<file path="src/sv/rle_dec_pkg.sv">
// Shared types and constants for the run-length packet decoder.
// No dependencies; imported by every module of the decoder.
`timescale 1ns / 1ps

package rle_dec_pkg;

  // Field widths fixed by the stream format
  localparam int WORD_W     = 16;
  localparam int RUN_W      = 8;
  localparam int TARGET_W   = 20;
  localparam int CONSUMED_W = 20;
  localparam int TDATA_W    = 48;  // value + run_length + consumed_words, byte padded

  // Default width of the image counters
  localparam int TOTAL_WIDTH_DEF = 20;

  // Header decode: bit 7 marks a repeat packet, count is header minus the bias
  localparam int            REPEAT_FLAG_BIT = 7;
  localparam logic [RUN_W-1:0] REPEAT_BIAS  = 8'h7F;

  // Packet phase
  typedef enum logic [1:0] {
    PH_HEADER  = 2'd0,
    PH_REPEAT  = 2'd1,
    PH_LITERAL = 2'd2
  } phase_t;

  // Registered input request handed to the decode stage
  typedef struct packed {
    logic              valid;
    logic [WORD_W-1:0] word;
  } in_req_t;

endpackage

</file>
<file path="src/sv/rle_dec_in_stage.sv">
// Input register of the decoder: captures one raw word per request.
// Depends on rle_dec_pkg.
`timescale 1ns / 1ps

module rle_dec_in_stage (
  input  logic                          clk,
  input  logic                          rst_n,
  input  logic                          in_tvalid,
  output logic                          in_tready,
  input  logic [rle_dec_pkg::WORD_W-1:0] in_tdata,
  input  logic                          take,      // decode stage consumes the held word
  output rle_dec_pkg::in_req_t          req
);
  import rle_dec_pkg::*;

  logic              valid_r, valid_nxt;
  logic [WORD_W-1:0] word_r;

  // Free when empty or when the held word leaves this cycle
  assign in_tready = !valid_r || take;

  always_comb begin
    valid_nxt = valid_r;
    if (in_tready) begin
      valid_nxt = in_tvalid;
    end
  end

  always_ff @(posedge clk) begin
    if (!rst_n) begin
      valid_r <= 1'b0;
    end else begin
      valid_r <= valid_nxt;
    end
  end

  // Payload: no reset needed
  always_ff @(posedge clk) begin
    if (in_tvalid && in_tready) begin
      word_r <= in_tdata;
    end
  end

  assign req.valid = valid_r;
  assign req.word  = word_r;

endmodule

</file>
<file path="src/sv/rle_dec_core.sv">
// Decode stage: packet state, image counters, target register and result register.
// Depends on rle_dec_pkg.
`timescale 1ns / 1ps

module rle_dec_core #(
  parameter int TOTAL_WIDTH = rle_dec_pkg::TOTAL_WIDTH_DEF
) (
  input  logic                             clk,
  input  logic                             rst_n,
  input  rle_dec_pkg::in_req_t             req,
  output logic                             take,
  input  logic                             cfg_valid,
  input  logic [rle_dec_pkg::TARGET_W-1:0] cfg_data,
  output logic                             out_valid,
  input  logic                             out_ready,
  output logic [rle_dec_pkg::WORD_W-1:0]   out_value,
  output logic [rle_dec_pkg::RUN_W-1:0]    out_run,
  output logic                             out_last,
  output logic [rle_dec_pkg::CONSUMED_W-1:0] out_consumed
);
  import rle_dec_pkg::*;

  localparam int SUM_W = TOTAL_WIDTH + 1;
  localparam int CMP_W = (TOTAL_WIDTH > TARGET_W) ? TOTAL_WIDTH : TARGET_W;
  localparam int EXT_W = (TOTAL_WIDTH > CONSUMED_W) ? TOTAL_WIDTH : CONSUMED_W;
  localparam logic [TOTAL_WIDTH-1:0] TOTAL_MAX = {TOTAL_WIDTH{1'b1}};

  // State
  phase_t                 phase_r, phase_nxt;
  logic [RUN_W-1:0]       pending_r, pending_nxt;
  logic [TOTAL_WIDTH-1:0] produced_r, produced_nxt;
  logic [TOTAL_WIDTH-1:0] consumed_r, consumed_nxt;
  logic [TARGET_W-1:0]    target_r;

  // Result register
  logic                   out_valid_r, out_valid_nxt;
  logic [WORD_W-1:0]      value_r;
  logic [RUN_W-1:0]       run_r;
  logic                   last_r;
  logic [CONSUMED_W-1:0]  consumed_out_r;

  // Decode intermediates
  logic                   emit;
  logic                   pkt_end;
  logic [RUN_W-1:0]       run;
  logic [RUN_W-1:0]       hdr;
  logic [RUN_W-1:0]       pend_dec;
  logic [TOTAL_WIDTH-1:0] consumed_inc;
  logic [EXT_W-1:0]       consumed_ext;
  logic [SUM_W-1:0]       prod_sum;
  logic [TOTAL_WIDTH-1:0] prod_sat;
  logic                   is_last;

  // A held word moves on when the result register is free or being drained
  assign take = req.valid && (!out_valid_r || out_ready);

  assign hdr      = req.word[RUN_W-1:0];
  assign pend_dec = pending_r - RUN_W'(1);

  // Next phase and pending count
  always_comb begin
    phase_nxt   = phase_r;
    pending_nxt = pending_r;
    emit        = 1'b0;
    pkt_end     = 1'b0;
    run         = RUN_W'(1);
    case (phase_r)
      PH_REPEAT: begin
        emit        = 1'b1;
        pkt_end     = 1'b1;
        run         = pending_r;
        phase_nxt   = PH_HEADER;
        pending_nxt = '0;
      end
      PH_LITERAL: begin
        emit        = 1'b1;
        pkt_end     = (pend_dec == '0);
        pending_nxt = pend_dec;
        if (pend_dec == '0) begin
          phase_nxt = PH_HEADER;
        end
      end
      default: begin
        // Header (an unused code behaves the same)
        if (hdr[REPEAT_FLAG_BIT]) begin
          phase_nxt   = PH_REPEAT;
          pending_nxt = hdr - REPEAT_BIAS;
        end else begin
          phase_nxt   = PH_LITERAL;
          pending_nxt = hdr + RUN_W'(1);
        end
      end
    endcase
  end

  // Saturating image counters and end-of-image test
  always_comb begin
    consumed_inc = (consumed_r == TOTAL_MAX) ? TOTAL_MAX : consumed_r + TOTAL_WIDTH'(1);
    consumed_ext = EXT_W'(consumed_inc);
    prod_sum     = SUM_W'(produced_r) + SUM_W'(run);
    prod_sat     = prod_sum[TOTAL_WIDTH] ? TOTAL_MAX : prod_sum[TOTAL_WIDTH-1:0];
    is_last      = pkt_end &&
                   ((CMP_W'(prod_sat) >= CMP_W'(target_r)) || (prod_sat == TOTAL_MAX));
    produced_nxt = produced_r;
    consumed_nxt = consumed_inc;
    if (emit) begin
      produced_nxt = prod_sat;
    end
    if (is_last) begin
      produced_nxt = '0;
      consumed_nxt = '0;
    end
  end

  // Result valid: loaded on an emitting word, cleared when taken
  always_comb begin
    out_valid_nxt = out_valid_r;
    if (take) begin
      out_valid_nxt = emit;
    end else if (out_ready) begin
      out_valid_nxt = 1'b0;
    end
  end

  always_ff @(posedge clk) begin
    if (!rst_n) begin
      phase_r     <= PH_HEADER;
      pending_r   <= '0;
      produced_r  <= '0;
      consumed_r  <= '0;
      target_r    <= '0;
      out_valid_r <= 1'b0;
    end else begin
      out_valid_r <= out_valid_nxt;
      if (take) begin
        phase_r    <= phase_nxt;
        pending_r  <= pending_nxt;
        produced_r <= produced_nxt;
        consumed_r <= consumed_nxt;
      end
      if (cfg_valid) begin
        target_r <= cfg_data;
      end
    end
  end

  // Result payload
  always_ff @(posedge clk) begin
    if (take && emit) begin
      value_r        <= req.word;
      run_r          <= run;
      last_r         <= is_last;
      consumed_out_r <= consumed_ext[CONSUMED_W-1:0];
    end
  end

  assign out_valid    = out_valid_r;
  assign out_value    = value_r;
  assign out_run      = run_r;
  assign out_last     = last_r;
  assign out_consumed = consumed_out_r;

endmodule

</file>
<file path="src/sv/rle_packet_decoder.sv">
// PackBits-style run-length decoder, 16-bit words, one run descriptor per result.
// Input register, then result register; throughput one word per cycle while out_tready is not held low.
// Headers produce no result; repeat packets give one result, literals one per word.
// Reset (rst_n low, synchronous) clears packet state, image counters and target.
// Depends on rle_dec_pkg, rle_dec_in_stage and rle_dec_core.
`timescale 1ns / 1ps

module rle_packet_decoder #(
  parameter int TOTAL_WIDTH = rle_dec_pkg::TOTAL_WIDTH_DEF
) (
  input  logic                              clk,
  input  logic                              rst_n,
  // tdata: [15:0] raw_word
  input  logic                              in_tvalid,
  output logic                              in_tready,
  input  logic [rle_dec_pkg::WORD_W-1:0]    in_tdata,
  // tdata: [15:0] value, [23:16] run_length, [43:24] consumed_words, [47:44] zero
  output logic                              out_tvalid,
  input  logic                              out_tready,
  output logic [rle_dec_pkg::TDATA_W-1:0]   out_tdata,
  output logic                              out_tlast,
  // target_words write
  input  logic                              cfg_valid,
  output logic                              cfg_ready,
  input  logic [rle_dec_pkg::TARGET_W-1:0]  cfg_data
);
  import rle_dec_pkg::*;

  in_req_t               req;
  logic                  take;
  logic [WORD_W-1:0]     value;
  logic [RUN_W-1:0]      run_length;
  logic [CONSUMED_W-1:0] consumed_words;

  assign cfg_ready = 1'b1;

  rle_dec_in_stage u_in_stage (
    .clk       (clk),
    .rst_n     (rst_n),
    .in_tvalid (in_tvalid),
    .in_tready (in_tready),
    .in_tdata  (in_tdata),
    .take      (take),
    .req       (req)
  );

  rle_dec_core #(
    .TOTAL_WIDTH (TOTAL_WIDTH)
  ) u_core (
    .clk          (clk),
    .rst_n        (rst_n),
    .req          (req),
    .take         (take),
    .cfg_valid    (cfg_valid),
    .cfg_data     (cfg_data),
    .out_valid    (out_tvalid),
    .out_ready    (out_tready),
    .out_value    (value),
    .out_run      (run_length),
    .out_last     (out_tlast),
    .out_consumed (consumed_words)
  );

  // Pack the result fields, lowest first
  assign out_tdata = {{(TDATA_W - WORD_W - RUN_W - CONSUMED_W){1'b0}},
                      consumed_words, run_length, value};

endmodule
</file>
<file path="config.mk">
export PLATFORM = sky130hd
export DESIGN_NAME = rle_packet_decoder
export DESIGN_NICKNAME = d
export VERILOG_FILES = /design/src/sv/rle_dec_pkg.sv /design/src/sv/rle_dec_in_stage.sv /design/src/sv/rle_dec_core.sv /design/src/sv/rle_packet_decoder.sv
export SDC_FILE = /design/constraint.sdc
export NUM_CORES = 1
export LEC_CHECK = 0
export BUFFER_PORTS_ARGS = -buffer_cell sky130_fd_sc_hd__buf_2
export CORE_ASPECT_RATIO = 0.7
export CORE_MARGIN = 8
export CORE_UTILIZATION = 40
export CTS_CLUSTER_DIAMETER = 80
export DETAILED_ROUTE_END_ITERATION = 8
export SKIP_CTS_REPAIR_TIMING = 1
export SYNTH_ARGS = -nofsm -noshare
export SYNTH_HDL_FRONTEND = slang
export SYNTH_HIERARCHICAL = 1
export SYNTH_SLANG_ARGS = --single-unit
export TNS_END_PERCENT = 20
</file>
<file path="constraint.sdc">
create_clock -name clk -period 4.1 [get_ports clk]
set_input_delay 0.41 -clock clk [delete_from_list [all_inputs] [get_ports clk]]
set_output_delay 0.41 -clock clk [all_outputs]
set_load 0.03 [all_outputs]
</file>
# Word-level counts from Yosys, hierarchy flattened
# Index checks and enable logic that the tools add are counted.
# classes
addsub,5
order_cmp,1
n_eq_ne,5
muxes,15
n_reduce_logical,15
# op_table
operator,n
$mux W20,5
$eq A20 B20 Y1 const B,2
$add A20 B8 Y21,1
$add A20 B1 Y20 const B,1
$ge A20 B20 Y1,1
$mux W8,2
$pmux W8 S2,1
$add A8 B1 Y8 const B,1
$logic_not A8 Y1,1
$sub A8 B1 Y8 const B,1
$sub A8 B7 Y8 const B,1
$logic_and A1 B1 Y1,4
$mux W2,2
$pmux W2 S2,1
$reduce_and A2 Y1,2
$reduce_bool A2 Y1,2
$logic_or A1 B1 Y1,3
$mux W1,3
$eq A2 B1 Y1 const B,1
$eq A2 B2 Y1 const B,1
$logic_not A1 Y1,2
$ne A2 B1 Y1 const B,1
$pmux W1 S2,1
$reduce_or A2 Y1,1
# word_totals
register_bits,133
word_cells,53

# Longest topological paths before layout
# Gate-level depths: netlist of the first run.
# depth
depth_word,9
mapped_depth,22
depth_no_buf,20

# Hierarchy
# The synthesis of the first run kept the hierarchy.
# by_module_without_submodules
module,instances,cells_per_inst,area_each_um2
rle_dec_core,1,652,6198.4
rle_dec_in_stage,1,22,545.5
rle_packet_decoder,1,7,45.0

# Worst setup path after synthesis of the first run
# No wires, ideal clock.
# synth_timing
path_kind,register -> register
startpoint,reg u_core.phase_r[1]
endpoint,reg u_core.produced_r[12]
arrival_time_ps,4147
setup_slack_ps,-164
stages_incl_launch_ff,22
cell_sequence,dfxtp_1 inv_1 ha_1 nand2_1 ha_1 fa_1 a211oi_1 o31a_1 a211oi_4 nand2_1 clkbuf_1 nand2_1 ha_1 nand4_1 nor3_1 o31ai_1 a311oi_1 o21ai_0 o21a_1 buf_6 buf_6 a32o_1
# synth_between
elab_chain_len,9
elab_cells_between_ends,16
# synth_rtl
element,line,text
from (decl),rle_dec_core.sv:29,"phase_t phase_r, phase_nxt;"
from (signal assigned),rle_dec_core.sv:136,phase_r <= phase_nxt;
$eq A2 B1 Y1 (*),rle_dec_core.sv:67,case (phase_r)
$mux W8 (*),rle_dec_core.sv:67,
net u_core.run[0],rle_dec_core.sv:45,logic [RUN_W-1:0] run;
$add A20 B8 Y21 (*),rle_dec_core.sv:100,prod_sum = SUM_W'(produced_r) + SUM_W'(run);
$mux W20 (*),rle_dec_core.sv:101,prod_sat = prod_sum[TOTAL_WIDTH] ? TOTAL_MAX : prod_sum[TOTAL_WIDTH-1:0];
$ge A20 B20 Y1 or $eq A20 B20 Y1 (tied branches),rle_dec_core.sv:103,((CMP_W'(prod_sat) >= CMP_W'(target_r)) || (prod_sat == TOTAL_MAX));
$logic_or A1 B1 Y1,rle_dec_core.sv:103,
$logic_and A1 B1 Y1,rle_dec_core.sv:102,is_last = pkt_end &&
$reduce_bool A2 Y1 (no source line),--,
$reduce_and A2 Y1 (no source line),--,
to (signal assigned),rle_dec_core.sv:138,produced_r <= produced_nxt;
to (decl),rle_dec_core.sv:31,"logic [TOTAL_WIDTH-1:0] produced_r, produced_nxt;"
# The timed path passes the listed nets; every way through them passes the cells marked *. The select of a mux whose other input is x is not followed.
# A chain may end at the register's enable or synchronous reset.

# Worst setup path in the final report of the first run
# layout_timing
startpoint,reg u_core.phase_r[1]
endpoint,reg u_core.consumed_r[9]
# layout_between
elab_chain_len,8
elab_cells_between_ends,11
# layout_rtl
element,line,text
$eq A2 B1 Y1 (*),rle_dec_core.sv:67,
$mux W8 (*),rle_dec_core.sv:67,
net u_core.run[5],rle_dec_core.sv:45,
$add A20 B8 Y21 (*),rle_dec_core.sv:100,
$mux W20 (*),rle_dec_core.sv:101,
$ge A20 B20 Y1 or $eq A20 B20 Y1 (tied branches),rle_dec_core.sv:103,
$logic_or A1 B1 Y1 (*),rle_dec_core.sv:103,
$logic_and A1 B1 Y1 (*),rle_dec_core.sv:102,
$mux W20 (*),rle_dec_core.sv:109,if (is_last) begin
to (signal assigned),rle_dec_core.sv:139,consumed_r <= consumed_nxt;
to (decl),rle_dec_core.sv:32,"logic [TOTAL_WIDTH-1:0] consumed_r, consumed_nxt;"
# The timed path passes the listed nets; every way through them passes the cells marked *.

==> insert_results.sql, run 1 <==
INSERT INTO impl_metrics (metric_group, metric, value, unit) VALUES
('timing', 'rsz0062_at_grt', 'true', ''),
('grt', 'grt_max_degree', '58', ''),
('synthesis', 'post_synth_fa_ha_maj_area_fraction', '6.56', '%'),
('synthesis', 'share_of_the_synthesized_area_in_the_top_cell_type', '27.0', '%'),
('run_status', 'failing_checks', 'negative setup slack', ''),
('worst_hold_path', 'min_path_type', 'in2reg', ''),
('placement', 'dp_wirelength', '11900', 'um'),
('cells_and_area', 'fillerInstances', '1511', ''),
('cells_and_area', 'fin_util', '52.8', '%'),
('grt', 'grt_most_used_layer', 'met2', ''),
('timing', 'layout_setup_ws', '-94.4', 'ps'),
('setup_path', 'required', '4450', 'ps'),
('route', 'wl', '17400', 'um'),
('synthesis', 'synth-compound-area-share', '15.3', '%'),
('timing', 'sum_neg_setup_slack', '-2120', 'ps'),
('die', 'top_level_ports', '93', ''),
('setup_path', 'critPathMaxStageDelay', '450', 'ps'),
('route', 'wl_per_cell', '16.3', 'um'),
('pwr', 'cell_pwr_density', '357', 'nW/um^2'),
('placement', 'place_ws', '-330', 'ps'),
('route', 'routed_vias', '5664', ''),
('cells_and_area', 'flow.area_growth_from_synthesis', '31.2', '%'),
('route', 'drt_pass1_iterations', '5', ''),
('cells_and_area', 'final_net_count', '903', ''),
('synthesis', 'yosys.area.top_type', 'edfxtp_1', ''),
('pwr', 'static-leakage-power', '3.70', 'nW'),
('synthesis', 'synth_top_flop_cell', 'dfxtp_1', ''),
('placement', 'final_gp_congestion', '0.965', ''),
('die', 'floorplan.core_area', '16900', 'um^2'),
('cells_and_area', 'instances_no_fill', '1071', ''),
('synthesis', 'synth.mux.area_fraction', '3.74', '%'),
('pwr', 'vdd_ir_drop_max', '0.247', 'mV'),
('synthesis', 'post-synth-top-count-cell', 'dfxtp_1', ''),
('synthesis', 'synth_cell_types', '60', ''),
('timing', 'layout_min_cycle_time', '4190', 'ps'),
('synthesis', 'ys_ff_latch', '133', ''),
('route', 'drc_errors', '0', ''),
('synthesis', 'synth_top_family_by_area', 'simple AND/OR/NAND/NOR gates', ''),
('cells_and_area', 'diodes', '0', ''),
('synthesis', 'ys_seq_area_share', '48.2', '%'),
('clock_network', 'cts.root.buffer_cell', 'clkbuf_16', ''),
('synthesis', 'synthesis.area', '6790', 'um^2'),
('grt', 'globalRouteMet2Util', '24.0', '%'),
('grt', 'grt_first_pass_wirelength', '27500', 'um'),
('synthesis', 'synthesis.area_per_instance', '9.97', 'um^2'),
('timing', 'finalSetupViolations', '40', ''),
('clock_network', 'max-clock-path-buffers', '2', ''),
('setup_path', 'cp_cell_sequence', 'inv_2 -> ha_4 -> buf_6 -> and2_4 -> ha_4 -> nand2_2 -> o31a_1 -> a211oi_4 -> nor2b_4 -> nand3_2 -> o21a_4 -> ha_4 -> a21oi_2 -> o21ai_1 -> nor3_2 -> o21ai_1 -> o21ai_1 -> o21a_2 -> clkinv_4 -> clkbuf_16 -> a21oi_1', ''),
('setup_path', 'path_max_fanout', '7', ''),
('clock_network', 'clkLatencyLatePin', '420', 'ps'),
('die', 'die-width', '172', 'um'),
('clock_network', 'cts.clk_slew.worst_paths', '60', 'ps'),
('run_status', 'run_status', 'complete, but fails checks', ''),
('route', 'route.antenna.remaining_nets', '0', ''),
('grt', 'use_met3', '3.68', '%'),
('grt', 'grt_pass1_vias', '5387', ''),
('placement', 'numPlacedInstances', '1019', ''),
('job', 'maxCapViolations', '0', ''),
('die', 'number_of_core_rows', '40', ''),
('synthesis', 'synth-edff-count', '61', ''),
('timing', 'clock.fmax', '238', 'MHz'),
('grt', 'grt_remaining_overflow', '0', ''),
('clock_network', 'deepest_level_of_the_cts_h_tree', '4', ''),
('synthesis', 'synth_warnings', '6', ''),
('die', 'initial_core_util', '40.3', '%'),
('die', 'die_area', '21500', 'um^2'),
('setup_path', 'timing_worst_setup_path_type', 'reg2reg', ''),
('synthesis', 'yosys.area_share.simple', '17.4', '%'),
('grt', 'antenna_violations_before_repair', '0', ''),
('synthesis', 'synth_async_sr_flop_share', '0', '%'),
('synthesis', 'postSynthCellCount', '681', '');
sequential cells by signal, indices dropped and copies added, names as in the netlist:
name / count
u_core/out_value: 16
u_core/consumed_r: 20
u_core/target_r: 20
u_core/out_consumed: 20
u_in_stage/word_r: 16
u_in_stage/valid_r: 1
u_core/phase_r: 2
u_core/pending_r: 8
u_core/out_run: 8
u_core/out_valid: 1
u_core/produced_r: 20
u_core/out_last: 1
layout by cell type (no fill, tap or decap), types with 4 or more instances in the layout:
cell	synthesis	routed
buf_2	3	87
dfxtp_1	72	70
buf_4	6	65
nand2_1	67	63
edfxtp_1	61	61
nand3_1	36	34
inv_1	35	32
a21oi_1	46	30
nor2b_1	25	24
nor2_1	26	22
ha_1	34	22
mux2i_1	22	21
o21ai_0	28	20
clkbuf_16	0	19
a32o_1	19	19
xnor2_1	17	17
and3_1	16	15
a21oi_2	0	15
xor2_1	14	14
ha_4	0	12
nand4_1	11	11
nand2b_1	11	10
and2_1	13	9
buf_6	2	8
nor3_1	11	8
o21ai_1	0	8
o211ai_1	7	7
o221ai_1	6	6
conb_1	2	5
clkinv_4	0	5
a21o_1	5	5
and2_4	1	5
clkinvlp_4	0	4
nand2_2	0	4
o21a_1	6	4
a31oi_1	4	4
worst max-delay path, delay by kind of cell (launching register included):
kind                     cells  cell delay (ps)
flip-flops                   1              330
AO/OA/AOI/OAI                9             1870
adder cells (fa/ha/maj)      3              680
buffers and inverters        4              470
AND/OR/NAND/NOR              5              750
per-layer routing:
metal | wire length, um | share of wire [%]
met5 | 0 | 0
met2 | 8140 | 47
met1 | 8140 | 47
met4 | 224 | 1.3
met3 | 943 | 5.4
cells by family after synthesis:
group,count (synthesis)
simple gates,230
compound gates,151
flops,133
buf+inv,74
fa+ha+maj,35
xor+xnor,31
mux,25
other cells,2
power by group:
part | leakage, nW | internal [W] | switching, W
combinational | 2.25 | 0.000112 | 0.000173
sequential | 1.19 | 0.00143 | 0.0000241
clock | 0.263 | 0.000833 | 0.000604
path summary, 6_finish.rpt:
check                                           from                    to  slack (ps)  cells after the start
worst max-delay path               u_core/phase_r[1]  u_core/consumed_r[9]         -90                     21
worst max register to register     u_core/phase_r[1]  u_core/consumed_r[9]         -90                     21
worst min register to register  u_in_stage/word_r[9]   u_core/out_value[9]         420                      0
worst min-delay path                     in_tdata[6]  u_in_stage/word_r[6]         160                      1
final cells by class:
type | count | area (um^2) | area share, %
clock buffer | 17 | 425 | 4.78
timing repair buffer | 163 | 1080 | 12.2
clock inverter | 15 | 131 | 1.48
sequential | 133 | 3280 | 36.8
inverter | 35 | 136 | 1.53
tap | 231 | 289 | 3.25
multi-input combinational | 477 | 3560 | 40.0
stage by stage:
stage               hold WS [ps]  instance area, um^2
floorplan                    400                 6820
global placement             401                 7790
detailed placement           405                 7790
CTS                          144                 8350
global route                 142                 8900
finish                       161                 8900
(Power assumes the default switching activity.)
==> run 2: changes to the inputs <==
--- a/config.mk
+++ b/config.mk
@@ -8,9 +8,10 @@
 export BUFFER_PORTS_ARGS = -buffer_cell sky130_fd_sc_hd__buf_2
 export CORE_ASPECT_RATIO = 0.7
 export CORE_MARGIN = 8
-export CORE_UTILIZATION = 40
+export CORE_UTILIZATION = 52
 export CTS_CLUSTER_DIAMETER = 80
 export DETAILED_ROUTE_END_ITERATION = 8
+export PLACE_DENSITY = 0.76
 export SKIP_CTS_REPAIR_TIMING = 1
 export SYNTH_ARGS = -nofsm -noshare
 export SYNTH_HDL_FRONTEND = slang
==> run 2 against run 1 <==
Effect of this change:
- the run still ends with negative setup slack left
- non-clock buffer count is 2 lower
- register-to-register slack better by 80 ps
- worst hold slack better by 3.1 ps
- critical endpoint is now u_core/consumed_r[1]
==> insert_results.sql, run 2 (synthesized netlist as in run 1, its figures left out) <==
INSERT INTO impl_metrics (metric_group, metric, value, unit) VALUES
('run_status', 'run_status', 'complete, but fails checks', ''),
('run_status', 'failing_checks', 'negative setup slack', ''),
('setup_path', 'type_of_element_capturing_the_critical_path', 'register', ''),
('setup_path', 'timing.critical_path.from_type', 'register', ''),
('cells_and_area', 'final_net_count', '901', ''),
('timing', 'worst_slew_margin_rel', '40.5', '%'),
('die', 'number_of_core_rows', '35', ''),
('route', 'routed_vias', '5808', ''),
('worst_hold_path', 'min_path_type', 'in2reg', ''),
('timing', 'sum_neg_setup_slack', '-18.7', 'ps'),
('setup_path', 'r2r_setup_slack', '-20', 'ps'),
('timing', 'tightestPinTransition', '892', 'ps'),
('cells_and_area', 'instances_no_fill', '1004', ''),
('die', 'top_level_ports', '93', ''),
('clock_network', 'cts_inserted_buffers', '17', ''),
('die', 'die-width', '153', 'um'),
('grt', 'grt_util_all_layers', '20.0', '%'),
('placement', 'place_ws', '-256', 'ps'),
('setup_path', 'required', '4430', 'ps'),
('timing', 'final_max_slew_viol_count', '0', ''),
('clock_network', 'clkLatencyLatePin', '420', 'ps'),
('cells_and_area', 'layout_commonest_cell', 'buf_2', ''),
('job', 'maxCapViolations', '0', ''),
('placement', 'dp_wirelength', '11800', 'um'),
('cells_and_area', 'most-common-layout-cells', 'buf_2 (88), dfxtp_1 (70), buf_4 (65)', ''),
('cells_and_area', 'fillerInstances', '960', ''),
('route', 'vias_per_cell', '5.78', ''),
('clock_network', 'cts.clk_slew.worst_paths', '60', 'ps'),
('route', 'drc_errors', '0', ''),
('setup_path', 'cp_cell_sequence', 'inv_2 -> ha_4 -> buf_6 -> and2_4 -> ha_4 -> a211oi_2 -> o31a_1 -> buf_6 -> a211oi_4 -> buf_6 -> and3_1 -> mux2i_1 -> inv_1 -> ha_4 -> a21o_1 -> a21oi_1 -> o21ai_1 -> o21ai_1 -> o21a_2 -> inv_2 -> buf_12 -> o31ai_4', ''),
('timing', 'rsz0062_at_grt', 'true', ''),
('setup_path', 'ff2ff_path_depth', '22', ''),
('cells_and_area', 'flow.area_growth_from_synthesis', '29.3', '%'),
('pwr', 'static-leakage-power', '3.71', 'nW'),
('grt', 'grt_remaining_overflow', '0', ''),
('route', 'wl', '17900', 'um'),
('die', 'initial_core_util', '52.4', '%'),
('route', 'drtIter0Drc', '501', ''),
('cells_and_area', 'final_cell_area', '8780', 'um^2'),
('setup_path', 'critPathMaxStageDelay', '330', 'ps'),
('grt', 'grt_first_pass_wirelength', '28200', 'um'),
('die', 'floorplan.core_area', '13000', 'um^2'),
('grt', 'grt_max_degree', '58', ''),
('setup_path', 'worst_setup_path_startpoint', 'u_core/phase_r[1]', ''),
('grt', 'antenna_violations_before_repair', '0', ''),
('placement', 'portBuffers', '87', ''),
('pwr', 'vdd_ir_drop_max', '0.364', 'mV'),
('timing', 'clock.fmax', '243', 'MHz'),
('timing', 'layout_min_cycle_time', '4120', 'ps'),
('placement', 'final_gp_congestion', '0.929', ''),
('route', 'wl_per_cell', '17.9', 'um'),
('timing', 'timing_hold_violations_final', '0', ''),
('placement', 'detailed_place.area', '7740', 'um^2'),
('placement', 'numPlacedInstances', '958', ''),
('setup_path', 'critical-path-slowest-cell', 'dfxtp_2', ''),
('pwr', 'cell_pwr_density', '373', 'nW/um^2'),
('cells_and_area', 'final_layout_size_suffix_gt1_share', '29.7', '%'),
('grt', 'grt_pass1_vias', '5744', ''),
('clock_network', 'deepest_level_of_the_cts_h_tree', '4', ''),
('setup_path', 'rr_startpoint', 'u_core/phase_r[1]', ''),
('die', 'die_area', '17000', 'um^2'),
('setup_path', 'timing_worst_setup_path_type', 'reg2reg', ''),
('clock_network', 'cts_tree', 'built', ''),
('timing', 'worst_hold_slack', '164', 'ps'),
('setup_path', 'path_max_fanout', '7', ''),
('route', 'drt_pass1_iterations', '5', ''),
('timing', 'timing.clock.skew', '11.5', 'ps'),
('die', 'die_height', '112', 'um'),
('route', 'route.antenna.remaining_nets', '0', ''),
('clock_network', 'cts.root.buffer_cell', 'clkbuf_16', ''),
('timing', 'finalSetupViolations', '1', ''),
('setup_path', 'critical_path_arrival', '4450', 'ps'),
('timing', 'layout_setup_ws', '-18.7', 'ps'),
('setup_path', 'critical_path.endpoint', 'u_core/consumed_r[1]', ''),
('clock_network', 'tritoncts_num_sinks', '133', ''),
('setup_path', 'worstReg2RegEnd', 'u_core/consumed_r[1]', ''),
('timing', 'post-route-period-util', '100', '%'),
('cells_and_area', 'diodes', '0', ''),
('clock_network', 'max-clock-path-buffers', '2', '');
-- run 2: cell count changes in the layout (fill, tap and decap cells not counted), sizes merged --
cell | previous run | this run
clkinv | 9 | 3
clkinvlp | 4 | 3
bufinv | 1 | 2
buf | 161 | 159
inv | 36 | 42
-- run 2: worst min path at each step --
stage                                startpoint                     to  slack [ps]  cells after the start
final                               in_tdata[2]   u_in_stage/word_r[2]         160                      1
after global routing               in_tdata[13]  u_in_stage/word_r[13]         150                      1
after CTS                           in_tdata[6]   u_in_stage/word_r[6]         150                      1
after detailed placement  u_in_stage/word_r[10]   u_core/out_value[10]         410                      0
after global placement    u_in_stage/word_r[12]   u_core/out_value[12]         400                      0
after floorplan           u_in_stage/word_r[10]   u_core/out_value[10]         400                      0
-- run 2: final cells by class --
cell class / instances / area (um^2) / share of cell area [%]
flip-flops and latches: 133 / 3280 / 37.3
clock buffers: 17 / 425 / 4.85
well taps: 166 / 208 / 2.37
inverters: 35 / 131 / 1.50
multi-input cells: 477 / 3520 / 40.1
repair buffers: 161 / 1050 / 12.0
clock inverters: 15 / 168 / 1.91
-- run 2: per-layer routing --
metal / global-route usage [%] / vias up / wire (um)
li1: - / 2759 / -
met1: 25.4 / 2785 / 7730
met2: 32.7 / 243 / 8820
met3: 4.99 / 21 / 1180
met4: 7.03 / 0 / 221
met5: 0 / - / 0
-- run 2: power breakdown --
group          switching, W  internal [W]  leakage (nW)  total [W]
sequential        0.0000247       0.00143          1.19    0.00146
combinational      0.000175      0.000109          2.24   0.000284
clock              0.000628      0.000910         0.281    0.00154
-- run 2: per-stage QoR --
| stage | util, % | power (W) |
|---|---|---|
| after CTS | 64.3 | 0.00328 |
| final | 67.7 | 0.00328 |
| after floorplan | - | 0.00166 |
| after global routing | 67.7 | 0.00338 |
| after detailed placement | 59.7 | 0.00175 |
| after global placement | 59.7 | 0.00173 |
-- run 2: critical path, delay by kind of cell (launching register included) --
kind | cells | cell delay (ps)
AOI/OAI and AO/OA | 9 | 1580
adders and majority gates | 3 | 710
muxes | 1 | 230
DFF | 1 | 330
and+or+nand+nor | 2 | 340
buffers and inverters | 7 | 860
==> run 3: changes to the inputs <==
--- a/config.mk
+++ b/config.mk
@@ -5,14 +5,13 @@
 export SDC_FILE = /design/constraint.sdc
 export NUM_CORES = 1
 export LEC_CHECK = 0
-export BUFFER_PORTS_ARGS = -buffer_cell sky130_fd_sc_hd__buf_2
+export BUFFER_PORTS_ARGS = -buffer_cell sky130_fd_sc_hd__buf_4
 export CORE_ASPECT_RATIO = 0.7
 export CORE_MARGIN = 8
 export CORE_UTILIZATION = 52
 export CTS_CLUSTER_DIAMETER = 80
 export DETAILED_ROUTE_END_ITERATION = 8
 export PLACE_DENSITY = 0.76
-export SKIP_CTS_REPAIR_TIMING = 1
 export SYNTH_ARGS = -nofsm -noshare
 export SYNTH_HDL_FRONTEND = slang
 export SYNTH_HIERARCHICAL = 1
==> run 3 against run 2 <==
Effect of this change:
- the run still ends with negative setup slack left
- wire length fell by 0.55%
- critical endpoint is now u_core/produced_r[12]
- highest routed layer unchanged
- count of clock-buffer cells in the layout did not move
- combinational power rose by 5%
- final cell count fell by 0.20%
- first-iteration DRC count rose by 5.8%
- worst hold slack improved by 2.5 ps
- critical path type unchanged
- clock power barely moved
- sequential power barely moved
- utilization rose by 1.1 points
- flip-flop and latch count did not move
- clock skew fell by 1.8 ps
==> insert_results.sql, run 3 (synthesized netlist as in run 1, its figures left out) <==
INSERT INTO impl_metrics (metric_group, metric, value, unit) VALUES
('route', 'route.antenna.remaining_nets', '0', ''),
('cells_and_area', 'final_layout_size_suffix_gt1_share', '29.2', '%'),
('setup_path', 'type_of_element_capturing_the_critical_path', 'register', ''),
('setup_path', 'cp_top_family', 'compound AO/OA/AOI/OAI gates', ''),
('cells_and_area', 'final_cell_area', '8920', 'um^2'),
('route', 'vias_per_cell', '5.79', ''),
('die', 'floorplan.core_area', '13000', 'um^2'),
('route', 'drc_errors', '0', ''),
('timing', 'clock.fmax', '235', 'MHz'),
('worst_hold_path', 'whs_path_depth', '1', ''),
('setup_path', 'timing.critical_path.from_type', 'register', ''),
('cells_and_area', 'most-common-layout-cells', 'buf_4 (151), dfxtp_1 (70), nand2_1 (64)', ''),
('cells_and_area', 'layout_commonest_cell', 'buf_4', ''),
('grt', 'grt_remaining_overflow', '0', ''),
('setup_path', 'timing_worst_setup_path_type', 'reg2reg', ''),
('cells_and_area', 'diodes', '0', ''),
('setup_path', 'worstReg2RegEnd', 'u_core/produced_r[12]', ''),
('clock_network', 'deepest_level_of_the_cts_h_tree', '4', ''),
('timing', 'post-route-period-util', '104', '%'),
('clock_network', 'cts_tree', 'built', ''),
('run_status', 'failing_checks', 'negative setup slack', ''),
('setup_path', 'cp_cell_sequence', 'inv_2 -> ha_4 -> nand2_4 -> ha_4 -> fa_2 -> a211oi_2 -> o31a_1 -> buf_4 -> a21oi_4 -> and3_4 -> xnor2_2 -> nand2_2 -> ha_4 -> nand4_1 -> nor3_2 -> o31ai_2 -> a311oi_1 -> o21ai_1 -> o21a_2 -> buf_6 -> a32o_1', ''),
('route', 'drt_pass1_iterations', '6', ''),
('setup_path', 'crit_buf_inv', '3', ''),
('grt', 'grt_util_all_layers', '19.9', '%'),
('die', 'number_of_core_rows', '35', ''),
('timing', 'finalSetupViolations', '41', ''),
('timing', 'rsz0062_at_grt', 'true', ''),
('timing', 'tightestPinTransition', '915', 'ps'),
('setup_path', 'path_max_fanout', '7', ''),
('route', 'routed_vias', '5801', ''),
('run_status', 'run_status', 'complete, but fails checks', ''),
('cells_and_area', 'final_net_count', '899', ''),
('setup_path', 'required', '4400', 'ps'),
('setup_path', 'rr_startpoint', 'u_core/phase_r[1]', ''),
('timing', 'final_max_slew_viol_count', '0', ''),
('grt', 'antenna_violations_before_repair', '0', ''),
('die', 'die_area', '17000', 'um^2'),
('pwr', 'cell_pwr_density', '370', 'nW/um^2'),
('clock_network', 'cts.clk_slew.worst_paths', '60', 'ps'),
('placement', 'place_ws', '-258', 'ps'),
('placement', 'portBuffers', '87', ''),
('clock_network', 'cts.root.buffer_cell', 'clkbuf_16', ''),
('die', 'die_height', '112', 'um'),
('setup_path', 'critPathMaxStageDelay', '360', 'ps'),
('setup_path', 'critical-path-slowest-cell', 'fa_2', ''),
('route', 'drtIter0Drc', '530', ''),
('pwr', 'vdd_ir_drop_max', '0.331', 'mV'),
('grt', 'grt_max_degree', '59', ''),
('placement', 'final_gp_congestion', '0.916', ''),
('setup_path', 'critical_path.most_common_cell', 'ha_4', ''),
('setup_path', 'ff2ff_path_depth', '21', ''),
('clock_network', 'cts_inserted_buffers', '17', ''),
('clock_network', 'cts_hold_repair.buffers', '0', ''),
('pwr', 'static-leakage-power', '3.73', 'nW'),
('die', 'top_level_ports', '93', ''),
('placement', 'dp_wirelength', '11800', 'um'),
('grt', 'grt_first_pass_wirelength', '28200', 'um'),
('clock_network', 'max-clock-path-buffers', '2', ''),
('timing', 'layout_setup_ws', '-150', 'ps'),
('clock_network', 'tritoncts_num_sinks', '133', ''),
('timing', 'worst_slew_margin_rel', '39.0', '%'),
('placement', 'detailed_place.area', '7940', 'um^2'),
('route', 'wl', '17800', 'um'),
('cells_and_area', 'flow.area_growth_from_synthesis', '31.4', '%'),
('clock_network', 'clkLatencyLatePin', '420', 'ps'),
('timing', 'timing_hold_violations_final', '0', ''),
('job', 'maxCapViolations', '0', ''),
('timing', 'layout_min_cycle_time', '4250', 'ps'),
('die', 'initial_core_util', '52.4', '%'),
('grt', 'grt_pass1_vias', '5824', ''),
('setup_path', 'r2r_setup_slack', '-150', 'ps'),
('setup_path', 'critical_path_arrival', '4550', 'ps'),
('worst_hold_path', 'worstHoldEndpoint', 'u_in_stage/word_r[14]', ''),
('worst_hold_path', 'min_path_type', 'in2reg', ''),
('timing', 'timing.clock.skew', '9.70', 'ps'),
('die', 'die-width', '153', 'um'),
('route', 'wl_per_cell', '17.8', 'um'),
('worst_hold_path', 'holdCritStartpoint', 'in_tdata[14]', '');
run 3: how the worst max path moves through the flow:
stage | startpoint | end | depth (start not counted)
finish | u_core/phase_r[1] | u_core/produced_r[12] | 21
detailed placement | u_core/phase_r[1] | u_core/produced_r[8] | 19
CTS | u_core/phase_r[1] | u_core/produced_r[8] | 18
global route | u_core/phase_r[1] | u_core/produced_r[12] | 21
global placement | u_core/phase_r[1] | u_core/produced_r[7] | 21
floorplan | u_core/phase_r[1] | u_core/produced_r[12] | 20
run 3: worst reg2reg max path, delay by kind of cell, from the launching register on:
kind / cells / cell delay [ps]
compound gates: 8 / 1570
xor+xnor: 1 / 160
fa+ha+maj: 4 / 990
buf+inv: 3 / 390
flops: 1 / 320
simple gates: 5 / 700
run 3: area by class of cell:
type | count | area, um^2
clock inverters | 15 | 169
fillers | 972 | 4040
well taps | 166 | 208
inverters | 35 | 131
repair buffers | 159 | 1230
clock buffers | 17 | 425
multi-input cells | 477 | 3480
flip-flops and latches | 133 | 3280
run 3: what timing repair did:
action	CTS	global route
pin swaps	7	43
setup endpoints to repair	41	41
resized for setup	10	47
buffers inserted	4	10
cloned	0	1
run 3: routing by layer:
| metal | vias up | routed length, um | track usage, % | share of wire, % |
|---|---|---|---|---|
| li1 | 2749 | - | - | - |
| met1 | 2790 | 7840 | 24.5 | 44 |
| met2 | 227 | 8650 | 33.8 | 48 |
| met3 | 35 | 975 | 4.53 | 5.5 |
| met4 | 0 | 378 | 7.36 | 2.1 |
| met5 | - | 0 | 0 | 0 |
run 3: where the power goes:
group	switching, W	leakage, nW	total [W]	internal, W
Sequential	0.0000255	1.19	0.00146	0.00143
Clock	0.000636	0.279	0.00155	0.000912
Combinational	0.000174	2.27	0.000297	0.000123
run 3: through the flow:
stage	util, %	std cells	power [W]	hold WS [ps]	setup TNS [ps]
global placement	61.2	955	0.00175	401	-1180
finish	68.8	1002	0.00330	166	-4860
floorplan	-	684	0.00166	400	0
detailed placement	61.2	955	0.00176	406	-7590
CTS	66.5	991	0.00331	153	-78.0
global route	68.8	1002	0.00341	148	-13730
